`config.mk`:
```
export PLATFORM = sky130hd
export DESIGN_NAME = crc64_shift_divider
export DESIGN_NICKNAME = d
export VERILOG_FILES = /design/src/sv/crc64sd_pkg.sv /design/src/sv/crc64sd_step.sv /design/src/sv/crc64_shift_divider.sv
export SDC_FILE = /design/constraint.sdc
export NUM_CORES = 1
export LEC_CHECK = 0
export CORE_UTILIZATION = 63
export CTS_CLUSTER_SIZE = 25
export DETAILED_ROUTE_END_ITERATION = 10
export DONT_BUFFER_PORTS = 1
export PLACE_DENSITY = 0.82
export SYNTH_ARGS = -nofsm -noshare
export SYNTH_HDL_FRONTEND = slang
export SYNTH_SLANG_ARGS = --single-unit
```
`constraint.sdc`:
```
create_clock -name clk -period 6.1 [get_ports clk]
set_input_delay 0.305 -clock clk [delete_from_list [all_inputs] [get_ports clk]]
set_output_delay 0.305 -clock clk [all_outputs]
set_load 0.01 [all_outputs]
```
`src/sv/crc64sd_pkg.sv`:
```
// ----------------------------------------------------------------------------
// crc64sd_pkg - shared types and constants
// Widths, reset polynomial and the bit-step operand type of the CRC divider.
// ----------------------------------------------------------------------------
package crc64sd_pkg;

	localparam int unsigned CRC_W  = 64;
	localparam int unsigned BYTE_W = 8;
	localparam int unsigned SEEN_W = 4;

	// bytes loaded without division before long division begins
	localparam logic [SEEN_W-1:0] FILL_BYTES = 4'd8;

	localparam logic [CRC_W-1:0] POLY_RESET = 64'h42F0_E1EB_A9EA_3693;

	typedef logic [CRC_W-1:0]  crc_t;
	typedef logic [BYTE_W-1:0] byte_t;
	typedef logic [SEEN_W-1:0] seen_t;

	// operands of one division step
	typedef struct packed {
		crc_t crc;
		crc_t poly;
		logic msg_bit;
	} step_in_t;

endpackage

```
`src/sv/crc64sd_step.sv`:
```
// ----------------------------------------------------------------------------
// crc64sd_step - one long-division bit step
// Shift left by one, bring the message bit into bit 0, and XOR in the
// polynomial when the bit leaving the top was set.
// ----------------------------------------------------------------------------
module crc64sd_step (
	input  crc64sd_pkg::step_in_t op,
	output crc64sd_pkg::crc_t     crc_next
);

	logic carry;

	assign carry = op.crc[crc64sd_pkg::CRC_W-1];

	always_comb begin
		crc_next = {op.crc[crc64sd_pkg::CRC_W-2:0], op.msg_bit};
		if (carry) begin
			crc_next = crc_next ^ op.poly;
		end
	end

endmodule

```
`src/sv/crc64_shift_divider.sv`:
```
// ----------------------------------------------------------------------------
// crc64_shift_divider - 64-bit CRC by bitwise MSB-first long division
// Configurable polynomial, one message byte per input transaction.
// ----------------------------------------------------------------------------
// Usage: send message bytes with s_tuser = 0 and s_tdata = byte, then one
// transaction with s_tuser = 1 to finalize; the CRC comes out on m_tdata and
// the register and byte count clear for the next message. The first eight
// bytes of a message load straight into the register, and the block stays
// ready for the next byte. Every later byte is divided in by eight steps of
// the single shared bit-step unit, and no new byte is taken until they are
// done. Finalize flushes 8 zero bits per byte received (at most 64 steps),
// then places the CRC in the output register, waiting while the previous
// CRC is still held there. Input and output are parted by the output
// register, so new bytes are taken while a CRC waits to be read. Write the
// polynomial (cfg_we/cfg_wdata) only while the block is idle.
// ----------------------------------------------------------------------------
module crc64_shift_divider (
	input  logic        clk,
	input  logic        arst_n,

	// configuration: polynomial register
	input  logic        cfg_we,
	input  logic [63:0] cfg_wdata,     // polynomial

	// input transactions
	input  logic        s_tvalid,
	output logic        s_tready,
	input  logic [7:0]  s_tdata,       // [7:0] data_byte
	input  logic        s_tuser,       // [0] req_type: 0 data, 1 finalize

	// result transactions
	output logic        m_tvalid,
	input  logic        m_tready,
	output logic [63:0] m_tdata        // [63:0] crc_value
);

	// sequencer states
	localparam logic [1:0] ST_IDLE = 2'd0;
	localparam logic [1:0] ST_RUN  = 2'd1;  // bit steps through the shared unit
	localparam logic [1:0] ST_EMIT = 2'd2;  // hand CRC to output register

	// step counter holds up to 64 flush steps
	localparam int unsigned CNT_W = 7;

	logic [1:0]           state_q;
	logic [CNT_W-1:0]     cnt_q;
	logic                 fin_q;     // current run is a finalize flush
	crc64sd_pkg::crc_t    crc_q;
	crc64sd_pkg::crc_t    poly_q;
	crc64sd_pkg::seen_t   seen_q;
	crc64sd_pkg::byte_t   sreg_q;    // byte being divided in, MSB first
	logic                 m_tvalid_q;
	crc64sd_pkg::crc_t    m_tdata_q;

	crc64sd_pkg::step_in_t step_op;
	crc64sd_pkg::crc_t     step_crc;

	logic in_acc;
	logic out_free;
	logic fill_phase;

	assign s_tready   = (state_q == ST_IDLE);
	assign in_acc     = s_tvalid && s_tready;
	assign out_free   = !m_tvalid_q || m_tready;
	assign fill_phase = (seen_q < crc64sd_pkg::FILL_BYTES);
	assign m_tvalid   = m_tvalid_q;
	assign m_tdata    = m_tdata_q;

	// flush steps feed zero message bits
	assign step_op.crc     = crc_q;
	assign step_op.poly    = poly_q;
	assign step_op.msg_bit = fin_q ? 1'b0 : sreg_q[crc64sd_pkg::BYTE_W-1];

	crc64sd_step u_step (
		.op       (step_op),
		.crc_next (step_crc)
	);

	// polynomial register
	always_ff @(posedge clk or negedge arst_n) begin
		if (!arst_n) begin
			poly_q <= crc64sd_pkg::POLY_RESET;
		end else if (cfg_we) begin
			poly_q <= cfg_wdata;
		end
	end

	// sequencer and CRC state
	always_ff @(posedge clk or negedge arst_n) begin
		if (!arst_n) begin
			state_q <= ST_IDLE;
			cnt_q   <= '0;
			fin_q   <= 1'b0;
			crc_q   <= '0;
			seen_q  <= '0;
		end else begin
			unique case (state_q)
				ST_IDLE: begin
					if (in_acc) begin
						if (s_tuser) begin
							// flush 8 zero bits per byte seen (seen <= 8)
							fin_q   <= 1'b1;
							cnt_q   <= {seen_q, 3'b000};
							state_q <= (seen_q == '0) ? ST_EMIT : ST_RUN;
						end else if (fill_phase) begin
							crc_q  <= {crc_q[crc64sd_pkg::CRC_W-9:0], s_tdata};
							seen_q <= seen_q + 1'b1;
						end else begin
							fin_q   <= 1'b0;
							cnt_q   <= CNT_W'(crc64sd_pkg::BYTE_W);
							state_q <= ST_RUN;
						end
					end
				end
				ST_RUN: begin
					crc_q <= step_crc;
					cnt_q <= cnt_q - 1'b1;
					if (cnt_q == CNT_W'(1)) begin
						state_q <= fin_q ? ST_EMIT : ST_IDLE;
					end
				end
				ST_EMIT: begin
					if (out_free) begin
						crc_q   <= '0;
						seen_q  <= '0;
						state_q <= ST_IDLE;
					end
				end
				default: begin
					state_q <= ST_IDLE;
				end
			endcase
		end
	end

	// message byte shift register, no reset needed
	always_ff @(posedge clk) begin
		if (in_acc && !s_tuser) begin
			sreg_q <= s_tdata;
		end else if (state_q == ST_RUN) begin
			sreg_q <= {sreg_q[crc64sd_pkg::BYTE_W-2:0], 1'b0};
		end
	end

	// output register
	always_ff @(posedge clk or negedge arst_n) begin
		if (!arst_n) begin
			m_tvalid_q <= 1'b0;
		end else if (state_q == ST_EMIT && out_free) begin
			m_tvalid_q <= 1'b1;
		end else if (m_tready) begin
			m_tvalid_q <= 1'b0;
		end
	end

	always_ff @(posedge clk) begin
		if (state_q == ST_EMIT && out_free) begin
			m_tdata_q <= crc_q;
		end
	end

	// ------------------------------------------------------------------------
	// assertions
	// ------------------------------------------------------------------------
	a_run_cnt_nonzero: assert property (@(posedge clk) disable iff (!arst_n)
		state_q == ST_RUN |-> cnt_q != '0)
		else $error("bit-step run with empty counter");

	a_seen_saturates: assert property (@(posedge clk) disable iff (!arst_n)
		seen_q <= crc64sd_pkg::FILL_BYTES)
		else $error("byte count above saturation");

	a_emit_clears: assert property (@(posedge clk) disable iff (!arst_n)
		(state_q == ST_EMIT && out_free) |=> (crc_q == '0 && seen_q == '0 && m_tvalid_q))
		else $error("finalize did not clear state or post result");

	a_fill_counts: assert property (@(posedge clk) disable iff (!arst_n)
		(in_acc && !s_tuser && fill_phase) |=> seen_q == $past(seen_q) + 1'b1)
		else $error("fill byte not counted");

	a_flush_len: assert property (@(posedge clk) disable iff (!arst_n)
		(in_acc && s_tuser) |=> (fin_q && cnt_q == {$past(seen_q), 3'b000}))
		else $error("flush length does not match bytes seen");

endmodule

```
======== Word-level counts from Yosys, hierarchy flattened ========
Cells that the tools add are included.
operators by class
  add/sub/neg operators ................... 2
  $lt $le $gt $ge ......................... 1
  eq/ne operators ......................... 10
  mux-type cells .......................... 30
  bitwise operators ....................... 1
  reductions and logical operators ........ 18
operators with widths
  cell                                                   number
  two-way mux 64 bit                                     5
  case mux 64 bit (3 select lines)                       1
  XOR 64 bit                                             1
  two-way mux 7 bit                                      3
  two-way mux 4 bit                                      4
  two-way mux 8 bit                                      2
  two-way mux 2 bit                                      7
  case mux 7 bit (2 select lines)                        1
  AND reduction 5 bit                                    2
  inequality test 2 bit, second input constant           4
  case mux 4 bit (2 select lines)                        1
  nonzero test 2 bit                                     4
  == test 7 x 1 -> 1 bit, second input constant          1
  subtractor 7 x 1 -> 7 bit, second input constant       1
  case mux 2 bit (3 select lines)                        1
  AND reduction 3 bit                                    2
  two-way mux 1 bit                                      5
  adder 4 x 1 -> 4 bit, second input constant            1
  zero test 4 bit                                        1
  < comparator 4 bit, second input constant              1
  inequality test 2 x 1 -> 1 bit, second input constant  2
  AND reduction 4 bit                                    1
  logical AND 1 bit                                      3
  inequality test 3 bit, second input constant           1
  other kinds (6)                                        7
word-level totals
  register bits after elaboration ......... 215
  input bits .............................. 78
  output and inout bits ................... 66

======== Depth between registers and ports, before layout ========
Gate-level depths: netlist of run 1.
  depth after elaboration ................. 5
  mapped depth ............................ 9

======== Cells and area by module ========
Synthesis of run 1 repeated with hierarchy kept, for this count alone.
unflattened totals
  cells, all modules ...................... 823
  area, all modules ....................... 9,665.5 sq um
by module, submodules not included
  module               times used  cells an instance  area an instance (sq um)  sequential area each (sq um)
  crc64_shift_divider  1           688                8,785.9                   5,781.8
  crc64sd_step         1           135                879.6                     0.0

======== Worst setup path after synthesis of run 1 ========
No wires, ideal clock.
  kind .................................... register -> register
  from .................................... reg state_q[0]
  to ...................................... reg m_tdata_q[0], in the netlist m_tdata[0], enable pin
  arrival time ............................ 3.752 ns
  path slack .............................. 1.854 ns
  stages on the path, launching flop included .. 5
  buffers on the path ..................... 1
  period minus slack after synthesis ...... 4.246 ns
  cell sequence ........................... dfrtp_1 -> inv_1 -> ha_1 -> clkbuf_1 -> nor2b_1
between the ends
  cells in the longest elaborated chain, start to end .. 2
ends and longest elaborated chain
  element                 RTL line                    text
  from (decl)             crc64_shift_divider.sv:45   logic [1:0] state_q;
  from (signal assigned)  crc64_shift_divider.sv:104  state_q <= (seen_q == '0) ? ST_EMIT : ST_RUN;
  from (signal assigned)  crc64_shift_divider.sv:119  state_q <= fin_q ? ST_EMIT : ST_IDLE;
  == test 2 bit           crc64_shift_divider.sv:157  if (state_q == ST_EMIT && out_free) begin
  logical AND 1 bit       crc64_shift_divider.sv:157
  to (signal assigned)    crc64_shift_divider.sv:158  m_tdata_q <= crc_q;
  to (decl)               crc64_shift_divider.sv:53   crc64sd_pkg::crc_t m_tdata_q;
No other way between the ends.
A chain may end at the register's enable or synchronous reset.

======== Worst setup path in the final report of run 1 ========
  from .................................... reg state_q[1]
  to ...................................... reg crc_q[18]
between the ends
  cells in the longest elaborated chain, start to end .. 4
  elaborated cells between the ends (all ways) .. 11
  those cells by class .................... eq/ne: 6; mux: 1; reduce/logical: 4
ends and longest elaborated chain
  element                                          RTL line                                              text
  zero test 2 bit                                  crc64_shift_divider.sv:62, crc64_shift_divider.sv:97
  logical AND 1 bit                                crc64_shift_divider.sv:63                             assign in_acc = s_tvalid && s_tready;
  inequality test 2 x 1 -> 1 bit (no source line)  -
  AND reduction 5 bit (no source line)             -
  to (signal assigned)                             crc64_shift_divider.sv:106                            crc_q <= {crc_q[crc64sd_pkg::CRC_W-9:0], s_tdata};
  to (signal assigned)                             crc64_shift_divider.sv:116                            crc_q <= step_crc;
  to (decl)                                        crc64_shift_divider.sv:48                             crc64sd_pkg::crc_t crc_q;
Parallel ways exist; a longest one is shown, timed or not.

==> results of run 1 <==
==> what timing repair did <==
action                                 4_1_cts  5_1_grt
setup buffers                                0        0
endpoints found under the hold margin      208        0
hold buffers                               132        0
==> per-stage QoR <==
step	power [W]	hold WS, ns	std cells	instance area (sq um)	utilization, %
finish	0.00473	0.0269	1132	11700	79.9
global route	0.00494	0.0148	1132	11700	79.9
CTS	0.00466	0.0130	1132	11700	79.9
detailed placement	0.00316	0.0171	959	9650	65.7
global placement	0.00310	0.0142	959	9650	65.7
floorplan	0.00294	0.00941	820	9620	-
==> how the worst max path moves through the flow <==
| stage | cells after the start | end | start |
|---|---|---|---|
| floorplan | 4 | m_tdata[0] | state_q[0] |
| global placement | 5 | crc_q[51] | state_q[1] |
| detailed placement | 5 | crc_q[18] | state_q[1] |
| CTS | 5 | crc_q[18] | state_q[1] |
| global route | 5 | crc_q[21] | state_q[1] |
| finish | 5 | crc_q[18] | state_q[1] |
==> power groups by stage <==
stage	clock [W]	combinational, W	sequential, W
2_1_floorplan	0	0.000876	0.00206
3_3_place_gp	0	0.000876	0.00222
3_5_place_dp	0	0.000920	0.00224
4_1_cts	0.00139	0.00105	0.00222
5_1_grt	0.00146	0.00120	0.00228
6_report	0.00140	0.00109	0.00225
==> logic make-up (layout without fill, tap and decap cells) <==
| kind of cell | Yosys count | count (layout) | share of synthesized area (%) |
|---|---|---|---|
| AOI/OAI and AO/OA | 168 | 168 | 9.88 |
| xor gates and xnor gates | 64 | 64 | 5.83 |
| DFF | 215 | 215 | 60.1 |
| adders and majority gates | 8 | 8 | 1.04 |
| muxes | 74 | 74 | 8.65 |
| buffers and inverters | 57 | 185 | 2.84 |
| and+or+nand+nor | 234 | 234 | 11.6 |
==> placed cells by master, fill, tap and decap left out, types with 2 or more instances in the layout <==
master and n:
sky130_fd_sc_hd__xnor2_1 64, sky130_fd_sc_hd__mux2_2 73, sky130_fd_sc_hd__dfstp_2 33, sky130_fd_sc_hd__nor2b_1 69, sky130_fd_sc_hd__or4b_2 2, sky130_fd_sc_hd__dlygate4sd3_1 131, sky130_fd_sc_hd__dfrtp_1 109, sky130_fd_sc_hd__clkinv_2 3
sky130_fd_sc_hd__a21oi_1 127, sky130_fd_sc_hd__clkbuf_8 5, sky130_fd_sc_hd__buf_4 3, sky130_fd_sc_hd__nor3_1 2, sky130_fd_sc_hd__a22o_1 2, sky130_fd_sc_hd__clkbuf_16 23, sky130_fd_sc_hd__nand2_1 72, sky130_fd_sc_hd__a31oi_1 4
sky130_fd_sc_hd__a21oi_2 6, sky130_fd_sc_hd__inv_1 9, sky130_fd_sc_hd__o211ai_1 3, sky130_fd_sc_hd__o21a_1 2, sky130_fd_sc_hd__edfxtp_1 72, sky130_fd_sc_hd__nand2b_1 5, sky130_fd_sc_hd__clkbuf_1 7, sky130_fd_sc_hd__bufinv_16 2
sky130_fd_sc_hd__ha_1 7, sky130_fd_sc_hd__nor2_1 72, sky130_fd_sc_hd__o2bb2ai_1 2, sky130_fd_sc_hd__o21ai_0 10, sky130_fd_sc_hd__nand3_1 2
==> area by class of cell <==
type                            instances  area, sq um
Sequential cell                       215         5780
Fill cell                             808         2960
Clock buffer                           35          671
Clock inverter                          6         78.8
Inverter                                9         33.8
Tap cell                              184          230
Timing Repair Buffer                  135         1360
Multi-Input combinational cell        548         3580
==> critical path: cells and delay by family (launching register included) <==
| family | cells | cell delay (ns) |
|---|---|---|
| simple gates | 1 | 1.17 |
| buf+inv | 1 | 0.09 |
| fa+ha+maj | 1 | 1.13 |
| flops | 1 | 0.38 |
| compound gates | 2 | 0.54 |
==> state kept, by name (all words and copies together), names as in the netlist <==
name and cells:
state_q 2, poly_q 64, crc_q 64, sreg_q 8, seen_q 4, fin_q 1
m_tvalid 1, cnt_q 7, m_tdata 64
==> layer usage <==
layer  global-route usage [%]  part of all wire (%)  vias to the layer above
met5                        0                     0                        -
met4                     11.3                   3.9                        0
met3                     5.73                   6.5                       62
met2                     53.5                    52                      271
met1                     37.2                    38                     3325
li1                         -                     -                     3037
==> Flow_metrics.wiki, run 1 <==
{| class="wikitable"
! Metric !! Value
|-
| End of the worst register-to-register path || crc_q[18]
|-
| Clock tree from TritonCTS || done
|-
| Data required time of the worst path || ~6.5 ns
|-
| Kind of launch point of the worst setup path || register
|-
| Violated checks || design-rule violations
|-
| Post-CTS resize count || 0
|-
| Slowest Stage Delay on Critical Path || 1.17 ns
|-
| Fin. max-slew vios || 0
|-
| Worst IR Drop VDD || ~0.0003 V
|-
| Slowest-stage cell, CP || sky130_fd_sc_hd__and2_2
|-
| Setup slack after placement || 2.85 ns
|-
| Count of buffers from port buffering || 0
|-
| Ranking of synthesized cells by area || sky130_fd_sc_hd__dfrtp_1 29%, sky130_fd_sc_hd__edfxtp_1 22%, sky130_fd_sc_hd__dfstp_2 9.0%, sky130_fd_sc_hd__mux2_2 8.5%, sky130_fd_sc_hd__a21oi_1 6.6%
|-
| Number of buffers added by the clock tree synthesis step || 23
|-
| Post-synthesis net count || just over 900
|-
| Library cells used by synthesis || 48
|-
| Leading register cell type out of synthesis || sky130_fd_sc_hd__dfrtp_1
|-
| Crit path time final || 3.42 ns
|-
| Number of cells traversed by the worst register-to-register path || 5
|-
| Clk root buf || sky130_fd_sc_hd__clkbuf_16
|-
| Psw || around 0.0014 W
|-
| Final estimated routing congestion in global placement || between 0.8 and 0.9
|-
| Sinks on the clock net || approximately 220
|-
| Register share of total power || a little under half
|-
| Initial cell density of the core || between 60% and 70%
|-
| Die span in y || about 130 microns
|-
| Highest clock rate || between 0.2 and 0.3 GHz
|-
| Clock H-tree levels || 1
|-
| Most frequent cell on the critical path || sky130_fd_sc_hd__a21oi_1
|-
| Post-Synthesis Cells || 820
|-
| Count of cells along the worst hold path || 1
|-
| Standard cell core area || about 0.015 sq mm
|-
| Number of core rows || 44
|-
| Via count of the routed design || between 6000 and 7000
|-
| GR Overflow Total || 0
|-
| Average wire length per cell after detail routing || roughly 21 microns
|-
| Switching fraction of total power || between 20 and 30%
|-
| Total Negative Setup Slacks || 0 ns
|-
| Clock network power share || 29.5%
|-
| RR Startpoint || state_q[1]
|-
| Clock slew at the register clock pins of the worst setup and hold paths || 0.06 ns
|-
| Remaining antenna violation count || 0
|-
| Post-detailed-route DRC marker count || 12
|-
| Portion of the clock cycle consumed by the worst path in the final layout || between 50% and 60%
|-
| Cell type with the largest total area after synthesis || sky130_fd_sc_hd__dfrtp_1
|-
| Area enclosed by the die boundary || between 0.015 and 0.02 sq mm
|-
| Drt first pass iters || 9
|-
| Maximum net fanout on the critical path || 65
|-
| Path type of the worst min-delay path || input port to register
|-
| Hold path startpoint || s_tdata[5]
|-
| Number of register bits inferred by synthesis || 215
|-
| Most frequent cell after synthesis || sky130_fd_sc_hd__a21oi_1
|-
| Number of hold violations in the final report || 0
|-
| Estimated wirelength of the detail-placed design || 12300 microns
|-
| Maximum number of pins on one net before global-route repair || approximately 140
|-
| Leakage component of the power || between 4 and 5 nW
|-
| Post-DR vias/cell || a little under 6
|-
| Proportion of netlist area held by the largest area contributor || 28.6%
|-
| Max-cap check violation count || 0
|-
| Combinational share of power || around 23%
|-
| Number of global-route vias before repair || slightly below 7000
|-
| Global routing usage summed across all routing layers || 30.4%
|-
| Cells along the critical path || inv_1, ha_2, and2_2, a21oi_1, a21oi_1
|-
| Power per Cell Area || around 400 mW/mm^2
|-
| First-pass GRT wire length || around 37000 microns
|-
| Type of the setup path with the least slack || register to register
|-
| Chip width || around 130 microns
|-
| Unrepaired setup endpoints after global routing || no
|-
| Top post-synthesis cells by count || 127 x sky130_fd_sc_hd__a21oi_1, 110 x sky130_fd_sc_hd__dfrtp_1, 73 x sky130_fd_sc_hd__mux2_2
|-
| Status || complete, but fails checks
|-
| Setup-failing EPs final || 0
|-
| Number of buffers on the longest clock path || 3
|-
| Growth of design area from synthesis to finish || 22.1%
|-
| Layout cells sized above 1 || 16.7%
|-
| Async set or reset register ratio after synthesis || between 60% and 70%
|-
| Number of enable-type register cells in the synthesized netlist || just over 70
|-
| Initial antenna violation count || 0
|-
| I/O pin cnt || roughly 140
|-
| Number of nets in the layout || 1018
|-
| Setup crit end kind || register
|-
| Final worst setup slack || 2.68 ns
|-
| Register-to-register setup slack || 2.68 ns
|-
| Layout Skew || between 0.008 and 0.009 ns
|-
| Data arrival time of the worst path || about 3.8 ns
|-
| DR iter-0 viols || between 500 and 600
|-
| Cell internal pwr || between 0.003 and 0.004 W
|-
| Post-synthesis average cell area || 11.7 sq um
|-
| Synthesized area || 0.00962 sq mm
|-
| Ant diodes || 0
|-
| Portion of the post-synthesis area used by sequential elements || 60.1%
|-
| Warnings, synthesis || 0
|-
| Slew at the pin with the worst max-slew slack || 1.28 ns
|-
| Routed wire length || roughly 23000 microns
|-
| Max-Slew Margin vs Limit || ~15%
|-
| Insertion delay of the later-clocked pin in the worst-skew pair || about 0.5 ns
|-
| Hold Path End || sreg_q[5]
|}
No activity file was read; power rests on OpenSTA's default activity.
==> inputs of run 2 (changes only) <==
==> constraint.sdc (replaced) <==
create_clock -name clk -period 3.2 [get_ports clk]
set_input_delay 0.16 -clock clk [delete_from_list [all_inputs] [get_ports clk]]
set_output_delay 0.16 -clock clk [all_outputs]
set_load 0.01 [all_outputs]
==> run 2 against run 1 <==
Net effect:
- the flow finishes with violations (design-rule violations, negative hold slack)
- non-clock buffer count up 11
- sequential cell count unchanged
- register-to-register slack got worse by 1.9 ns
- die area unchanged
- combinational power grew 97%
- worst hold slack got worse by 0.66 ns
- critical endpoint is now crc_q[25]
- largest cell class unchanged
==> Flow_metrics.wiki, run 2 (synthesized netlist as in run 1, its figures left out) <==
{| class="wikitable"
! Metric !! Value
|-
| Status || complete, but fails checks
|-
| Violated checks || design-rule violations, negative hold slack
|-
| Chip width || between 100 and 150 microns
|-
| Area enclosed by the die boundary || approximately 0.016 sq mm
|-
| Cell internal pwr || between 0.006 and 0.007 W
|-
| Final worst setup slack || approximately 0.76 ns
|-
| Post-detailed-route DRC marker count || 10
|-
| Clk root buf || sky130_fd_sc_hd__clkbuf_16
|-
| Register-to-register setup slack || 0.76 ns
|-
| Initial antenna violation count || 0
|-
| Ant diodes || 0
|-
| Data required time of the worst path || between 3 and 4 ns
|-
| Maximum net fanout on the critical path || 128
|-
| Fill cell instance count of the final layout || 810
|-
| End-of-flow core utilization || 80.4%
|-
| Number of buffers added by the clock tree synthesis step || 22
|-
| Routed wire length || between 20000 and 25000 microns
|-
| Data arrival time of the worst path || about 2.8 ns
|-
| Portion of the clock cycle consumed by the worst path in the final layout || between 70% and 80%
|-
| Global routing usage summed across all routing layers || a little under a third
|-
| Power per Cell Area || between 700 and 800 mW/mm^2
|-
| Initial cell density of the core || about two thirds
|-
| Maximum number of pins on one net before global-route repair || roughly 140
|-
| RR Startpoint || state_q[0]
|-
| Final estimated routing congestion in global placement || between 0.8 and 0.9
|-
| Crit path time final || 2.44 ns
|-
| Leakage component of the power || approximately 4.6 nW
|-
| Post-CTS repair timing setup buffer count || 0
|-
| Growth of design area from synthesis to finish || 22.9%
|-
| CTS Hold Bufs || 138
|-
| Total Negative Setup Slacks || 0 ns
|-
| Estimated wirelength of the detail-placed design || about 12000 microns
|-
| First-pass GRT wire length || 37600 microns
|-
| Clock slew at the register clock pins of the worst setup and hold paths || around 0.06 ns
|-
| Register share of total power || 47.0%
|-
| Number of global-route vias before repair || roughly 7200
|-
| Average wire length per cell after detail routing || between 20 and 25 microns
|-
| Post-DR vias/cell || 5.91
|-
| Count of buffers from port buffering || 0
|-
| Slowest-stage cell, CP || sky130_fd_sc_hd__ha_1
|-
| Layout cells sized above 1 || 16.7%
|-
| Via count of the routed design || between 6000 and 7000
|-
| Combinational share of power || around 24%
|-
| Worst IR Drop VDD || 0.000554 V
|-
| Number of nets in the layout || between 1000 and 1500
|-
| Area of the multi-input gates || 0.00358 sq mm
|-
| Setup slack after placement || 0.912 ns
|-
| End of the worst register-to-register path || crc_q[25]
|-
| DR iter-0 viols || between 600 and 700
|-
| Fin. max-slew vios || 0
|-
| Number of buffers on the longest clock path || 3
|-
| I/O pin cnt || ~140
|-
| Register cell area after layout || slightly below 0.006 sq mm
|-
| Setup crit end kind || register
|-
| Unrepaired setup endpoints after global routing || no
|-
| Cells along the critical path || inv_1, ha_1, nor3_1, a221oi_4, buf_12, nor2_1, a21oi_1
|-
| Number of cells traversed by the worst register-to-register path || 7
|-
| Max-Slew Margin vs Limit || between 50% and 60%
|-
| Type of the setup path with the least slack || register to register
|-
| Drt first pass iters || 10
|-
| Setup-failing EPs final || 0
|-
| Highest clock rate || ~0.41 GHz
|-
| Clock tree from TritonCTS || done
|-
| DP Area || a little under 0.01 sq mm
|-
| Commonest non-fill, non-tap cells in the layout || 138 x sky130_fd_sc_hd__dlygate4sd3_1, 127 x sky130_fd_sc_hd__a21oi_1, 109 x sky130_fd_sc_hd__dfrtp_1, 73 x sky130_fd_sc_hd__mux2_2
|-
| Die span in y || around 130 microns
|-
| Overall power after layout || around 0.0088 W
|-
| Clock H-tree levels || 1
|-
| Switching fraction of total power || between 20% and 30%
|-
| Sinks on the clock net || roughly 220
|-
| Kind of launch point of the worst setup path || register
|-
| Clock network power share || around 29%
|-
| GR Overflow Total || 0
|-
| Insertion delay of the later-clocked pin in the worst-skew pair || 0.50 ns
|-
| Number of hold violations in the final report || ~140
|-
| Slowest Stage Delay on Critical Path || slightly below 0.6 ns
|-
| Slew at the pin with the worst max-slew slack || ~0.74 ns
|-
| Path type of the worst min-delay path || input port to asynchronous set/reset pin
|-
| Most common cell after layout, fill and taps aside || sky130_fd_sc_hd__dlygate4sd3_1
|-
| Post-CTS resize count || 0
|-
| Number of core rows || 44
|-
| Psw || 0.00256 W
|-
| Hold_ws || -0.638 ns
|-
| Layout Skew || roughly 0.015 ns
|-
| Final design area excluding fillers || around 0.012 sq mm
|-
| Max-cap check violation count || 0
|-
| Standard cell core area || roughly 0.015 sq mm
|-
| Remaining antenna violation count || 0
|}
-- run 2: changes by cell type in the layout (fill, tap and decap cells not counted), sizes merged --
cell         delta
dlygate4sd3     +7
buf             +4
clkbuf          +4
clkinv          -3
bufinv          -2
-- run 2: how the worst max path moves through the flow --
stage	startpoint	to	cells after the start
after floorplan	state_q[0]	m_tdata[0]	4
after global placement	state_q[0]	crc_q[34]	7
after detailed placement	state_q[0]	crc_q[7]	7
after CTS	state_q[0]	crc_q[7]	7
after global routing	state_q[0]	crc_q[25]	7
final	state_q[0]	crc_q[25]	7
-- run 2: layer usage --
| layer | up-vias | global-route usage [%] | share of wire, % |
|---|---|---|---|
| met3 | 68 | 5.09 | 6.6 |
| met4 | 0 | 11.2 | 3.3 |
| met5 | - | 0 | 0 |
| met2 | 289 | 53.7 | 52 |
| li1 | 3067 | - | - |
| met1 | 3328 | 38.0 | 38 |
-- run 2: metrics by stage --
step                      hold WS, ns  instances
after floorplan                -0.136        820
after global placement         -0.128        964
after detailed placement       -0.129        964
after CTS                      -0.660       1142
after global routing           -0.668       1142
final                          -0.638       1142
-- run 2: cell type report --
cell class | instances | share of cell area [%]
clock buffer | 39 | 6.06
tap | 184 | 1.95
timing repair buffer | 146 | 12.4
inverter | 9 | 0.286
clock inverter | 1 | 0.0318
multi-input combinational | 548 | 30.3
sequential | 215 | 48.9
-- run 2: critical path: cells and delay by family (launching register included) --
family	cells	cell delay, ns
flops	1	0.38
fa+ha+maj	1	0.59
buf+inv	2	0.55
compound gates	2	0.45
simple gates	2	0.28
-- run 2: power by group through the flow --
| stage | combinational, W | clock [W] | sequential (W) |
|---|---|---|---|
| after floorplan | 0.00167 | 0 | 0.00394 |
| after global placement | 0.00179 | 0 | 0.00414 |
| after detailed placement | 0.00186 | 0 | 0.00418 |
| after CTS | 0.00209 | 0.00253 | 0.00413 |
| after global routing | 0.00237 | 0.00267 | 0.00423 |
| final | 0.00215 | 0.00253 | 0.00416 |
==> inputs of run 3 (changes only) <==
--- a/config.mk
+++ b/config.mk
@@ -5,11 +5,11 @@
 export SDC_FILE = /design/constraint.sdc
 export NUM_CORES = 1
 export LEC_CHECK = 0
-export CORE_UTILIZATION = 63
+export CORE_UTILIZATION = 57
 export CTS_CLUSTER_SIZE = 25
 export DETAILED_ROUTE_END_ITERATION = 10
 export DONT_BUFFER_PORTS = 1
-export PLACE_DENSITY = 0.82
+export PLACE_DENSITY = 0.78
 export SYNTH_ARGS = -nofsm -noshare
 export SYNTH_HDL_FRONTEND = slang
 export SYNTH_SLANG_ARGS = --single-unit
==> constraint.sdc (replaced) <==
create_clock -name clk -period 2.22 [get_ports clk]
set_input_delay 0.111 -clock clk [delete_from_list [all_inputs] [get_ports clk]]
set_output_delay 0.111 -clock clk [all_outputs]
set_load 0.01 [all_outputs]
==> run 3 against run 2 <==
Net effect:
- the run ends with negative hold slack left
- sequential share of layout area fell by 0.59 points
- sequential cell count did not move
- via count rose by 0.83%
- combinational power rose by 46%
- clock-buffer cell count fell by 7
- core utilization fell by 8.0 points
- sequential power rose by 46%
- cell area rose by 1.2%
- worst hold slack got worse by 0.046 ns
- first-iteration DRC count fell by 22%
- power rose by 45%
- clock skew barely moved
==> Flow_metrics.wiki, run 3 (synthesized netlist as in run 1, its figures left out) <==
{| class="wikitable"
! Metric !! Value
|-
| Slowest-stage cell, CP || sky130_fd_sc_hd__nand2_1
|-
| Hold_ws || -0.684 ns
|-
| Register-to-register setup slack || 0.14 ns
|-
| Total placed cells including tap cells || roughly 1000
|-
| First-pass GRT wire length || between 30000 and 40000 microns
|-
| Status || complete, but fails checks
|-
| Sinks on the clock net || roughly 220
|-
| I/O pin cnt || approximately 140
|-
| Highest clock rate || about 0.48 GHz
|-
| Most common cell after layout, fill and taps aside || sky130_fd_sc_hd__dlygate4sd3_1
|-
| Maximum number of pins on one net before global-route repair || 144
|-
| Data arrival time of the worst path || ~2.2 ns
|-
| Initial antenna violation count || 1
|-
| Layout cells sized above 1 || 17.9%
|-
| Number of cells traversed by the worst register-to-register path || 4
|-
| Post-CTS repair timing setup buffer count || 0
|-
| Violated checks || negative hold slack
|-
| Total Negative Setup Slacks || 0 ns
|-
| Die span in y || roughly 130 microns
|-
| Setup crit end kind || register
|-
| Layout Skew || 0.0155 ns
|-
| End of the worst register-to-register path || sreg_q[7]
|-
| Number of buffers added by the clock tree synthesis step || 23
|-
| Remaining antenna violation count || 0
|-
| Worst IR Drop VDD || about 0.00080 V
|-
| Setup-failing EPs final || 0
|-
| Count of non-filler cells in the finished layout || approximately 1200
|-
| Slowest Stage Delay on Critical Path || roughly 0.44 ns
|-
| Initial cell density of the core || 58.2%
|-
| Cells along the critical path || inv_1, ha_2, nand3b_1, nand2_1
|-
| Number of hold violations in the final report || between 100 and 150
|-
| Growth of design area from synthesis to finish || 24.4%
|-
| Number of core rows || 47
|-
| Max-cap check violation count || 0
|-
| Psw || roughly 0.0038 W
|-
| Leakage component of the power || between 4 and 5 nW
|-
| Unrepaired setup endpoints after global routing || no
|-
| Clock network power share || 28.4%
|-
| Global routing usage summed across all routing layers || 27.5%
|-
| Chip width || approximately 130 microns
|-
| Combinational share of power || 24.4%
|-
| Final design area excluding fillers || 0.0120 sq mm
|-
| Routed wire length || about 23000 microns
|-
| Register share of total power || ~47%
|-
| Path type of the worst min-delay path || input port to asynchronous set/reset pin
|-
| Kind of launch point of the worst setup path || register
|-
| Max-Slew Margin vs Limit || around 55%
|-
| Data required time of the worst path || 2.38 ns
|-
| Slew at the pin with the worst max-slew slack || 0.666 ns
|-
| Commonest non-fill, non-tap cells in the layout || 139 x sky130_fd_sc_hd__dlygate4sd3_1, 127 x sky130_fd_sc_hd__a21oi_1, 109 x sky130_fd_sc_hd__dfrtp_1, 73 x sky130_fd_sc_hd__mux2_2
|-
| Final estimated routing congestion in global placement || between 0.7 and 0.8
|-
| Setup slack after placement || between 0.15 and 0.2 ns
|-
| Number of global-route vias before repair || a little over 7000
|-
| Clk root buf || sky130_fd_sc_hd__clkbuf_16
|-
| Area enclosed by the die boundary || around 0.017 sq mm
|-
| Maximum net fanout on the critical path || 14
|-
| Final worst setup slack || about 0.14 ns
|-
| Fill cell instance count of the final layout || 1083
|-
| Portion of the clock cycle consumed by the worst path in the final layout || roughly 94%
|-
| Number of nets in the layout || 1034
|-
| Post-DR vias/cell || roughly 5.8
|-
| Cell internal pwr || 0.00905 W
|-
| RR Startpoint || state_q[0]
|-
| Estimated wirelength of the detail-placed design || approximately 13000 microns
|-
| DR iter-0 viols || around 480
|-
| Clock H-tree levels || 1
|-
| Clock tree from TritonCTS || done
|-
| CTS Hold Bufs || between 100 and 150
|-
| Number of buffers on the longest clock path || 3
|-
| Post-detailed-route DRC marker count || 0
|-
| Power per Cell Area || about 1100 mW/mm^2
|-
| Type of the setup path with the least slack || register to register
|-
| Clock slew at the register clock pins of the worst setup and hold paths || 0.06 ns
|-
| Via count of the routed design || 6808
|-
| GR Overflow Total || 0
|-
| Standard cell core area || 0.0165 sq mm
|-
| Average wire length per cell after detail routing || about 20 microns
|-
| Insertion delay of the later-clocked pin in the worst-skew pair || 0.50 ns
|-
| Fin. max-slew vios || 0
|-
| Switching fraction of total power || 29.6%
|-
| Drt first pass iters || 5
|-
| Count of buffers from port buffering || 0
|-
| Crit path time final || approximately 2.1 ns
|-
| DP Area || 0.00984 sq mm
|-
| Ant diodes || 0
|}
-- run 3: cell count changes in the layout (fill, tap and decap cells not counted) --
cell                            delta
sky130_fd_sc_hd__clkbuf_1          -6
sky130_fd_sc_hd__dlygate4sd3_1     +1
sky130_fd_sc_hd__clkinvlp_4        +1
sky130_fd_sc_hd__clkinv_1          -1
sky130_fd_sc_hd__clkinv_2          +8
sky130_fd_sc_hd__ha_1              -1
sky130_fd_sc_hd__ha_2              +1
sky130_fd_sc_hd__clkbuf_8          -1
sky130_fd_sc_hd__buf_12            +4
-- run 3: timing repair --
item / in CTS / in global routing
endpoints found under the setup margin: 0 / 6
endpoints found under the hold margin: 225 / 143
gates resized for setup: 0 / 1
-- run 3: per-layer routing --
layer | wire length (microns) | GRT usage [%] | vias to the layer above
met5 | 11 | 0 | -
met4 | 937 | 12.0 | 2
met3 | 1210 | 5.07 | 74
met2 | 11900 | 46.8 | 267
met1 | 9270 | 34.5 | 3390
li1 | - | - | 3075
-- run 3: metrics by stage --
| stage | utilization, % | power, W |
|---|---|---|
| finish | 72.4 | 0.0129 |
| CTS | 72.4 | 0.0128 |
| floorplan | - | 0.00808 |
| detailed placement | 59.6 | 0.00882 |
| global route | 72.4 | 0.0135 |
| global placement | 59.6 | 0.00865 |
-- run 3: layout make-up --
| cell class | count | area, sq um | area share, % |
|---|---|---|---|
| Sequential cell | 215 | 5780 | 48.3 |
| Clock buffer | 32 | 679 | 5.68 |
| Inverter | 9 | 33.8 | 0.282 |
| Timing Repair Buffer | 151 | 1560 | 13.0 |
| Clock inverter | 9 | 47.5 | 0.397 |
| Tap cell | 220 | 275 | 2.30 |
| Multi-Input combinational cell | 548 | 3590 | 30.0 |
-- run 3: critical path, delay by kind of cell, from the launching register on --
| family | cells | cell delay (ns) |
|---|---|---|
| AND/OR/NAND/NOR | 2 | 0.83 |
| flip-flops | 1 | 0.39 |
| adder cells (fa/ha/maj) | 1 | 0.39 |
| buffers and inverters | 1 | 0.13 |
-- run 3: worst max path at each step --
stage | start | to | slack [ns]
after detailed placement | state_q[0] | sreg_q[4] | 0.16
after CTS | state_q[0] | sreg_q[5] | 0.14
after floorplan | state_q[0] | m_tdata[0] | 0.03
after global placement | state_q[0] | sreg_q[3] | 0.26
final | state_q[0] | sreg_q[7] | 0.14
after global routing | state_q[0] | sreg_q[6] | 0.02
-- run 3: power by group through the flow --
stage	Combinational, W	Sequential (W)	Clock [W]
final	0.00314	0.00606	0.00366
after detailed placement	0.00273	0.00609	0
after global routing	0.00345	0.00615	0.00387
after CTS	0.00305	0.00602	0.00369
after global placement	0.00262	0.00603	0
after floorplan	0.00241	0.00567	0
